[config.mk]
export PLATFORM = sky130hd
export DESIGN_NAME = glfp_sort_cell
export DESIGN_NICKNAME = d
export VERILOG_FILES = /design/src/sv/glfp_sort_cell.sv
export SDC_FILE = /design/constraint.sdc
export NUM_CORES = 1
export LEC_CHECK = 0
export ABC_AREA = 1
export BUFFER_PORTS_ARGS = -buffer_cell sky130_fd_sc_hd__buf_2
export CAP_MARGIN = 10
export CORE_MARGIN = 10
export CORE_UTILIZATION = 55
export CTS_CLUSTER_DIAMETER = 120
export DETAILED_ROUTE_END_ITERATION = 12
export PLACE_DENSITY = 0.87
export SLEW_MARGIN = 0
export SYNTH_ARGS = -nofsm -noshare
export SYNTH_HDL_FRONTEND = slang
export SYNTH_SLANG_ARGS = --single-unit
export TNS_END_PERCENT = 20
[constraint.sdc]
create_clock -name aclk -period 7.05 [get_ports aclk]
set_input_delay 1.41 -clock aclk [delete_from_list [all_inputs] [get_ports aclk]]
set_output_delay 1.41 -clock aclk [all_outputs]
set_load 0.1 [all_outputs]
[src/sv/glfp_sort_cell.sv]
// One cell of a systolic insertion sorter: keeps the entry that goes first and hands
// the other one to the next cell through a register, one hop per cycle.
module glfp_sort_cell #(
    parameter int VOLUME_BITS = 32,
    parameter int IW = 6
) (
    input  logic                   aclk,
    input  logic                   aresetn,
    input  logic                   clear,
    input  logic                   pop,
    input  logic                   in_valid,
    input  logic [VOLUME_BITS-1:0] in_vol,
    input  logic [IW-1:0]          in_idx,
    input  logic                   nxt_valid,
    input  logic [VOLUME_BITS-1:0] nxt_vol,
    input  logic [IW-1:0]          nxt_idx,
    output logic                   out_valid,
    output logic [VOLUME_BITS-1:0] out_vol,
    output logic [IW-1:0]          out_idx,
    output logic                   held_valid,
    output logic [VOLUME_BITS-1:0] held_vol,
    output logic [IW-1:0]          held_idx
);
    logic                   valid_reg;
    logic [VOLUME_BITS-1:0] vol_reg;
    logic [IW-1:0]          idx_reg;
    logic                   pass_valid_reg;
    logic [VOLUME_BITS-1:0] pass_vol_reg;
    logic [IW-1:0]          pass_idx_reg;
    logic                   in_first;

    assign in_first = (in_vol > vol_reg) || ((in_vol == vol_reg) && (in_idx > idx_reg));

    always_ff @(posedge aclk) begin
        if (!aresetn || clear) begin
            valid_reg      <= 1'b0;
            pass_valid_reg <= 1'b0;
        end else if (pop) begin
            // advance the sorted row one cell toward the head
            valid_reg      <= nxt_valid;
            vol_reg        <= nxt_vol;
            idx_reg        <= nxt_idx;
            pass_valid_reg <= 1'b0;
        end else begin
            pass_valid_reg <= in_valid && valid_reg;
            if (in_valid) begin
                if (!valid_reg || in_first) begin
                    valid_reg    <= 1'b1;
                    vol_reg      <= in_vol;
                    idx_reg      <= in_idx;
                    pass_vol_reg <= vol_reg;
                    pass_idx_reg <= idx_reg;
                end else begin
                    pass_vol_reg <= in_vol;
                    pass_idx_reg <= in_idx;
                end
            end
        end
    end

    assign out_valid  = pass_valid_reg;
    assign out_vol    = pass_vol_reg;
    assign out_idx    = pass_idx_reg;
    assign held_valid = valid_reg;
    assign held_vol   = vol_reg;
    assign held_idx   = idx_reg;
endmodule

# After elaboration in Yosys (flattened, before gate mapping)
# Index checks and enable logic that the tools add are counted.
# classes
addsub,0
n_mul,0
div_mod_pow,0
n_lt_le_gt_ge,2
n_eq_ne,1
shifts,0
muxes,11
bitwise_logic,2
reduce_logical,13
# ops
cell,n
2-to-1 mux 32 bit,4
equality test 32 bit,1
> comparator 32 bit,1
2-to-1 mux 6 bit,4
> comparator 6 bit,1
AND reduction 3 bit,2
nonzero test 2 bit,2
logical OR 1 bit,3
2-to-1 mux 1 bit,3
logical AND 1 bit,2
logical NOT 1 bit,2
inverter 1 bit,2
AND reduction 2 bit,1
OR reduction 2 bit,1
# totals
reg_bits,78
latch_bits,0
ram_bits,0
mem_bits_ro,0
out_inout_bits,78
memories,0

# Longest topological paths before layout
# Gate-level depths: netlist of run 1.
# logic_depth
word_depth,7
ltp_mapped,19
mapped_depth_nobuf,17

# Worst setup path after synthesis of run 1
# No wires, ideal clock.
# synth_path
path_kind,in2reg
from,in pop
to,"reg pass_idx_reg[0], in the netlist out_idx[0], enable pin"
t_arrival_ns,4.241
required_time_ns,6.568
path_slack_ns,2.327
path_stages,2
path_cell_list,clkbuf_1 > nor3_1
# synth_between
elab_chain_len,2
# synth_rtl
element,line_no,source
start: declaration,10,"input logic pop,"
inverter 1 bit (no line),-,
AND reduction 3 bit (no line),-,
end signal: assignment,52,pass_idx_reg <= idx_reg;
end signal: assignment,55,pass_idx_reg <= in_idx;
end: declaration,29,logic [IW-1:0] pass_idx_reg;
# No other way between the ends.
# A chain may end at the register's enable or synchronous reset.

# Final worst setup path of run 1
# layout_path
from,in in_vol[27]
to,"reg vol_reg[13], in the netlist held_vol[13], enable pin"
# layout_between
elab_chain_len,6
# layout_rtl
element,line_no,source
start: declaration,12,"input logic [VOLUME_BITS-1:0] in_vol,"
"parallel branches: the longest is 2 deep, another holds > comparator 32 bit",-,
logical OR 1 bit (*),32,assign in_first = (in_vol > vol_reg) || ((in_vol == vol_reg) && (in_idx > idx_reg));
logical OR 1 bit (*),47,if (!valid_reg || in_first) begin
nonzero test 2 bit (no line) (*),-,
AND reduction 3 bit (no line) (*),-,
end signal: assignment,41,vol_reg <= nxt_vol;
end signal: assignment,49,vol_reg <= in_vol;
end: declaration,25,logic [VOLUME_BITS-1:0] vol_reg;
# Mark *: on every way between the ends.

==> results of run 1 <==
## routing by layer
layer | vias to the layer above | track usage
met5 | - | 0
met4 | 0 | 0.0703
met3 | 22 | 0.0530
met2 | 124 | 0.323
met1 | 1726 | 0.189
li1 | 1848 | -
## cells in the mapped netlist
| library cell | count | area [um^2] |
|---|---|---|
| clkbuf_1 | 9 | 33.8 |
| nand3b_1 | 1 | 7.51 |
| buf_2 | 3 | 15.0 |
| a21oi_1 | 13 | 65.1 |
| nor3_1 | 3 | 15.0 |
| nand2_2 | 31 | 194 |
| nor2_2 | 2 | 12.5 |
| nand2_4 | 1 | 11.3 |
| ha_1 | 38 | 475 |
| nand2_1 | 88 | 330 |
| and2_1 | 1 | 6.26 |
| nand3_2 | 1 | 10.0 |
| nand4_1 | 6 | 37.5 |
| o21ai_2 | 32 | 280 |
| nor2_1 | 13 | 48.8 |
| nand3_1 | 5 | 25.0 |
| inv_1 | 89 | 334 |
| a21o_1 | 2 | 15.0 |
| edfxtp_1 | 76 | 2280 |
| buf_6 | 1 | 11.3 |
| o21ai_0 | 47 | 235 |
| dfxtp_1 | 2 | 40.0 |
| buf_12 | 4 | 80.1 |
## final timing paths
kind                            slack, ps  depth (start not counted)            to    startpoint
worst max register to register       4120                         12  held_vol[13]  held_vol[27]
worst max-delay path                 3410                         12  held_vol[13]    in_vol[27]
worst min register to register        590                          2    out_vol[9]   held_vol[9]
worst min-delay path                  590                          2    out_vol[9]   held_vol[9]
## cells in the final DEF (no fill, tap or decap), drive strengths merged, types with 3 or more instances in the layout
cell type  instances
a21oi             13
buf              161
clkbuf            10
clkinv             4
edfxtp            76
ha                38
inv               89
nand2            120
nand3              6
nand4              6
nor2              15
nor3               3
o21ai             79
## sequential cells by signal, indices dropped and copies added, names as in the netlist
signal / cells
held_vol: 32
out_idx: 6
held_valid: 1
out_vol: 32
out_valid: 1
held_idx: 6
## per-stage QoR
| step | std cells | utilization | hold slack [ps] |
|---|---|---|---|
| detailed placement | 717 | 0.661 | 573 |
| finish | 733 | 0.687 | 589 |
| floorplan | 468 | - | 1060 |
| global route | 733 | 0.687 | 603 |
| global placement | 717 | 0.661 | 566 |
| CTS | 733 | 0.687 | 588 |
## report_power, final
group          switching (uW)  total, uW  internal, uW
clock network             161        356           196
registers                9.60        539           529
logic                     183        247          64.2
total                     353       1140           789
## critical path: cells and delay by family
| family | cells | cell delay, ps |
|---|---|---|
| fa+ha+maj | 1 | 310 |
| simple gates | 10 | 1770 |
| buf+inv | 1 | 110 |
## logic make-up (layout without fill, tap and decap cells)
kind of cell               Yosys count  after routing  synth area share
adders and majority gates           38             38             0.104
buffers and inverters              106            266             0.104
and+or+nand+nor                    152            152             0.153
DFF                                 78             78             0.509
AOI/OAI and AO/OA                   94             94             0.130
## final cells by class
type                    instances  area share
inverters                      89      0.0598
well taps                     105      0.0235
clock buffers                  10      0.0229
repair buffers                161       0.145
flip-flops and latches         78       0.416
multi-input cells             284       0.319
clock inverters                 6      0.0137
==> flow_results.org, run 1 <==
** Clock network
- CTS resizes :: 0
- CTS built an H-tree with a depth of 3.
- Number of post-CTS setup repair buffers :: 0
- In this run the deepest clock path goes through 2 buffers.
- Clock-pin slew was measured on the worst setup and hold paths at 80 ps.
- The root buffer cell chosen for the clock tree is clkbuf_8.
- The clock drives 78 sinks.
- Clock latency at the later pin of the worst-skew pair :: 350 ps
- TritonCTS clock tree :: done
- Counting the buffers created by CTS gives 9.
- Cts hold-fix bufs :: 0

** Worst setup path
- For this run, the slowest stage of the critical path takes 850 ps.
- In this run the worst path has a maximum fanout of 38.
- Kind of start point of the critical path :: input pin
- Kind of end point of the critical path :: flop
- Critical path class :: input pin to flop
- Required @ worst endpoint :: 7010 ps
- Walking the worst path, the cells encountered are buf_2 > ha_1 > nand4_1 > nor2_2 > nand3_2 > nor2_2 > nor2_1 > nand2_1 > nand2_2 > nand3_1 > nand2_1 > nor2_4.
- Slowest stage cell, crit path :: nor2_4
- Crit path arrival time :: 3600 ps

** Timing
- Worst rel slew slack :: 0.226
- The worst path meets setup with 3410 ps of slack.
- Shortest period the worst path allows :: 3640 ps
- Period Utilization, post-route :: 0.516
- Maximum clock frequency :: 0.275 GHz
- RSZ-0062 raised after global routing :: no
- Final Hold Violating Endpoints :: 0
- Setup violations remaining at the end of the flow were counted as 0.
- For the pin with the worst max-slew slack, the measured transition is 1160 ps.
- Summed negative setup slack over all endpoints :: 0 ps
- Pins Over Slew Limit :: 0
- Clock skew on the completed layout was measured at 14.8 ps.

** Power and ir drop
- Post-layout total power :: 1140 uW
- Static power due to leakage :: 0.00278 uW
- Highest ir drop seen on vdd :: 0.0971 mV
- Power per cell area :: 205 mW/mm^2

** Detailed routing
- Routed vias/inst :: 5.08
- Wire length on met2 :: 6010 um
- Remaining antenna violation count after routing :: 0
- After detailed routing, no signal wire sits above met4.
- Count of unresolved DRC violations after routing :: 0
- Initial DRT Pass Iterations :: 4
- Wire length on met3 :: 739 um
- Drt first-iter violations :: 156
- The final layout contains routed wiring with a total length of 11500 um.
- Average wire per cell in the routed design :: 15.7 um
- Detailed routing inserted a total of 3720 vias.
- Met1 WL :: 4500 um

** Floorplanning
- The floorplan has 33 rows.
- During I/O placement, the number of pins put on the boundary was 160.
- Die outline width :: 111 um
- In this run the vertical extent of the chip is 111 um.
- For this configuration, the core starts out at a cell density of 0.561.
- Die Area :: 0.0123 mm^2
- Area of the core :: 0.00813 mm^2

** Finish
- After the last flow step, the layout net total stands at 743.
- Of the cells placed in the final design, the portion with a size suffix greater than 1 is 0.385.
- After filler insertion, the fill cell instance count of the layout stands at 636.
- In the final layout, the multi-input gates occupy 0.00178 mm^2.
- The area growth from synthesis to layout is 22.3%.
- Summing all flip-flop and latch instances after layout gives 0.00232 mm^2.
- Number of antenna repair diodes :: 0
- Final Instance Area :: 0.00558 mm^2

** Placed design
- Area of placed instances :: 0.00538 mm^2
- Count of input and output buffers :: 159
- Placed wire-length estimate :: 8870 um
- At the end of routability-driven placement, the weighted congestion stood at 0.795.
- OpenSTA, run right after detailed placement, puts the worst setup slack at 3000 ps.

** Logic synthesis
- The cell area that synthesis handed to floorplanning was 0.00457 mm^2.
- Total of warnings raised by yosys :: 0
- Number of storage elements in the synthesis netlist :: 78
- Library cells used by synthesis :: 23
- Sequential fraction of the synthesis area :: 0.509
- Average instance area after synthesis :: 9.76 um^2
- After technology mapping, the gate count stands at 468.
- Syn nets :: 588

** GRT
- The first global-routing pass estimated 18100 um of wire.
- Overall overflow remaining after global route :: 0
- Via count of the first global-routing pass :: 3802
- Number of antenna violations at the first check in global routing :: 0
- Total track usage :: 0.178
- Maximum number of pins on one net before global-route repair :: 80

** Min path
- The tightest min-delay check is of the flop to flop type.

** Status
- The flow ran to the end, and the final reports show no timing, DRC or antenna violations.

** Job
- The tool flagged a number of max-cap violations equal to 0.
No activity file was read; power rests on OpenSTA's default activity.
==> run 2: changes to the inputs <==
--- a/config.mk
+++ b/config.mk
@@ -5,14 +5,14 @@
 export SDC_FILE = /design/constraint.sdc
 export NUM_CORES = 1
 export LEC_CHECK = 0
-export ABC_AREA = 1
+export ABC_AREA = 0
 export BUFFER_PORTS_ARGS = -buffer_cell sky130_fd_sc_hd__buf_2
 export CAP_MARGIN = 10
 export CORE_MARGIN = 10
-export CORE_UTILIZATION = 55
+export CORE_UTILIZATION = 47
 export CTS_CLUSTER_DIAMETER = 120
 export DETAILED_ROUTE_END_ITERATION = 12
-export PLACE_DENSITY = 0.87
+export PLACE_DENSITY = 0.77
 export SLEW_MARGIN = 0
 export SYNTH_ARGS = -nofsm -noshare
 export SYNTH_HDL_FRONTEND = slang
==> constraint.sdc (replaced) <==
create_clock -name aclk -period 2.9 [get_ports aclk]
set_input_delay 0.58 -clock aclk [delete_from_list [all_inputs] [get_ports aclk]]
set_output_delay 0.58 -clock aclk [all_outputs]
set_load 0.1 [all_outputs]
==> run 2 against run 1 <==
Combinational power grew to 3.6 times the previous value. Clock-buffer cell count up 4. Synthesized cell count shrank 0.85%. Non-clock buffer count rose by 14. Final area rose by 12%. Via count rose by 20%. Setup slack got worse by 3100 ps. Sequential power is 150% higher. Worst hold slack got worse by 76 ps. Critical path depth fell by 2.
==> flow_results.org, run 2 <==
** Timing
- Pins Over Slew Limit :: 0 (unchanged)
- The relative slew slack is 0.632 (was 0.226).
- Timing would allow up to 0.384 GHz.
- Shortest period the worst path allows :: 2600 ps
- Dividing the final minimum period by the clock period gives 0.898.
- The summed negative setup slack over all endpoints is 0 ps (unchanged).
- RSZ-0062 raised after global routing :: no (unchanged)
- The largest clock skew in the final design was 9.20 ps (was 14.8 ps).
- Transition at the pin with the smallest max-transition slack :: 546 ps (was 1160 ps)
- Final Hold Violating Endpoints :: 0 (unchanged)
- The final count of negative-setup-slack endpoints is 0 (unchanged).

** Logic synthesis
- Number of storage elements in the synthesis netlist :: 78 (unchanged)
- Cell area after synthesis :: 0.00514 mm^2 (was 0.00457 mm^2)
- Cell types with the highest counts after synthesis: edfxtp_1, nand2_1, inv_1 (was inv_1, nand2_1, edfxtp_1).
- Number of standard cells after synthesis :: 464 (was 468)
- The cell type contributing the most total cell area after synthesis is edfxtp_1 (unchanged).
- Sequential fraction of the synthesis area :: 0.452 (was 0.509)
- Primary FF master, synth :: edfxtp_1 (unchanged)
- The mean post-synth cell area came to 11.1 um^2 (was 9.76 um^2).
- The post-synthesis net count came to 584 (was 588).
- Number of enable flip-flop cells after synthesis :: 76 (unchanged)
- Asr flop ratio synth :: 0 (unchanged)
- Dominant cell by count in the synthesized netlist :: edfxtp_1 (was inv_1)
- The fraction of post-synthesis cell area in the top cell type by area was 0.444 (was 0.500).
- The number of distinct standard cells referenced by the synthesized netlist came to 41 (was 23).
- Total of warnings raised by yosys :: 0 (unchanged)
- Cell types occupying the most area after synthesis: edfxtp_1, ha_1, mux2_2, o22a_1, o211ai_1 (was edfxtp_1, ha_1, inv_1, nand2_1, o21ai_2).

** Clock network
- The number of buffers inserted by post-CTS setup repair is 0 (unchanged).
- The total number of clock tree sinks is 78 (unchanged).
- Clock slew seen by the registers of the worst setup and hold paths :: 80 ps (about the same)
- The insertion delay of the later-clocked pin in the worst-skew pair is 360 ps (was 350 ps).
- The number of H-tree levels is 3 (unchanged).
- The clock tree from TritonCTS is done (unchanged).
- The number of buffers on the longest clock path is 2 (unchanged).
- Clock Root Buffer :: clkbuf_8 (unchanged)
- The number of buffers added by the clock tree synthesis step was 9 (unchanged).

** Placed design
- Count of input and output buffers :: 159 (unchanged)
- The number of placed cells counting well taps is 741 (was 717).
- The post-place instance area came to 0.00611 mm^2 (was 0.00538 mm^2).
- The placer congestion estimate was 0.816 (was 0.795).
- Placed wire-length estimate :: 11100 um (was 8870 um)

** Status
- Result of the run :: finished, final reports clean (unchanged)

** Worst setup path
- Kind of start point of the critical path :: flop (was input pin)
- The biggest fanout along the worst timing path is 40 (was 38).
- The endpoint arrival time on the critical path was 2690 ps (was 3600 ps).
- Critical path class :: flop to flop (was input pin to flop)
- Critical path launch point :: held_vol[9] (was in_vol[27])
- Critical register-to-register path startpoint :: held_vol[9] (was held_vol[27])
- Required @ worst endpoint :: 2990 ps (was 7010 ps)
- Worst setup slack for register-to-register paths :: 300 ps (was 4120 ps)
- The worst-case reg-to-reg path depth is 10 (was 12).
- The reg-to-reg endpoint is out_vol[13] (was held_vol[13]).
- Kind of end point of the critical path :: flop (unchanged)

** Finish
- Fraction of final layout cells with drive strength greater than 1 :: 0.382 (was 0.385)
- Leading cell type in the layout, fill and taps excluded :: buf_2 (unchanged)
- The final non-filler cell area is 0.00628 mm^2 (was 0.00558 mm^2).
- Non-filler instance count after layout :: 758 (was 733)
- Final Core Density :: 0.584 (was 0.687)
- The post-layout net count is 732 (was 743).
- Filler Cells Inserted :: 933 (was 636)
- Commonest cells after routing, fill and taps aside :: buf_2, edfxtp_1, nand2_1 (was buf_2, inv_1, nand2_1)
- The area added between synthesis and finish came to 22.2% (was 22.3%).

** GRT
- The total congestion overflow after global routing was 0 (unchanged).
- Wire length of the first global-routing pass :: 23600 um (was 18100 um)
- Total track usage :: 0.182 (was 0.178)
- Number of antenna violations at the first check in global routing :: 1 (was 0)
- Via count of the first global-routing pass :: 4729 (was 3802)
- Maximum number of pins on one net before global-route repair :: 45 (was 80)

** Detailed routing
- The wire length on met2 was 7520 um (was 6010 um).
- Remaining antenna violation count after routing :: 0 (unchanged)
- The detailed-route wire length per cell was 19.6 um (was 15.7 um).
- Total wirelength of the detailed-routed design :: 14900 um (was 11500 um)
- The average vias per placed instance was 5.89 (was 5.08).
- The post-detailed-route DRC marker count came to 0 (unchanged).
- Drt first-iter violations :: 514 (was 156)
- Highest routing layer actually used :: met4 (unchanged)
- The number of optimization iterations in the first detailed-route pass was 5 (was 4).
- Number of vias after detailed routing :: 4461 (was 3720)
- Wire length on met3 :: 910 um (was 739 um)
- The wire length on met1 was 6170 um (was 4500 um).

** Floorplanning
- The starting density of the core came to 0.478 (was 0.561).
- The number of standard-cell rows in the floorplan is 38 (was 33).
- Area of the core :: 0.0107 mm^2 (was 0.00813 mm^2)
- The count of pins on the block boundary is 160 (unchanged).
- The full die area came to 0.0155 mm^2 (was 0.0123 mm^2).
- Height of the die :: 125 um (was 111 um)
- The width of the die is 125 um (was 111 um).

** Job
- The number of max-capacitance violations reported was 0 (unchanged).

** Power and ir drop
- Power per cell area :: 471 mW/mm^2 (was 205 mW/mm^2)
- Static power due to leakage :: 0.00254 uW (was 0.00278 uW)
- Highest ir drop seen on vdd :: 0.247 mV (was 0.0971 mV)

** Min path
- Number of cells on the worst hold path :: 2 (unchanged)
- The launch point of the worst hold path was nxt_idx[3] (was held_vol[9]).
- Hold/Removal Path Class :: input pin to flop (was flop to flop)
- Endpoint of the worst hold path :: held_idx[3] (was out_vol[9])
run 2: changes by cell type after synthesis, sizes merged, moves of 9 or more:
cell    delta
buf       +13
mux2      +36
o21ai     -69
inv       -48
nor2       -9
o211ai    +39
nand2     -71
o22a      +36
o311ai    +36
run 2: worst max-delay path by stage:
stage                   to  slack [ps]  cells past startpoint
6_report       out_vol[13]         300                     10
5_1_grt        out_vol[13]          70                     10
4_1_cts        out_vol[27]         190                     10
3_5_place_dp   out_vol[27]         -50                     10
3_3_place_gp   out_vol[17]          30                     10
2_1_floorplan  held_idx[0]        -330                     10
run 2: cells by family (layout without fill, tap and decap cells):
kind of cell    count (synthesis)  in the layout  synth area share
buf+inv                        79            232            0.0716
flops                          78             78             0.452
other cells                     0              1                 0
mux                            36             36            0.0789
fa+ha+maj                      38             38            0.0926
simple gates                   87             87            0.0831
compound gates                146            146             0.222
run 2: metrics by stage:
stage | setup WS, ps | hold slack (ps) | total power (uW)
6_report | 295 | 513 | 2960
5_1_grt | 71.6 | 510 | 3090
4_1_cts | 193 | 506 | 2960
3_5_place_dp | -52.9 | 634 | 2240
3_3_place_gp | 25.3 | 612 | 2210
2_1_floorplan | -335 | 725 | 2030
run 2: layer usage:
metal / up-vias / GRT usage
met3: 20 / 0.0370
met1: 2128 / 0.218
met4: 0 / 0.0775
met2: 189 / 0.309
li1: 2124 / -
met5: - / 0
run 2: cell type report:
type / instances / area [um^2] / area share
antenna: 1 / 2.50 / 0.000399
clock buffer: 14 / 153 / 0.0243
clock inverter: 2 / 10.0 / 0.00159
inverter: 41 / 154 / 0.0245
multi-input combinational: 307 / 2520 / 0.401
sequential: 78 / 2320 / 0.370
tap: 140 / 175 / 0.0279
timing repair buffer: 175 / 945 / 0.150
run 2: where the power goes:
part	internal, uW	switching, uW
clock	334	403
sequential	1310	30.3
combinational	269	614
total	1910	1050
run 2: repair_timing:
item                                    4_1_cts  5_1_grt
hold buffers                                  0        0
resized for setup                             0        1
endpoints found under the setup margin        0        1
run 2: critical path: stages (launching register included):
cell,delay [ps]
edfxtp_1,430
inv_1,100
ha_1,240
a21oi_1,150
o21ai_0,110
a221oi_1,360
buf_4,200
o211ai_4,120
buf_6,240
o211ai_1,240
o311ai_1,140
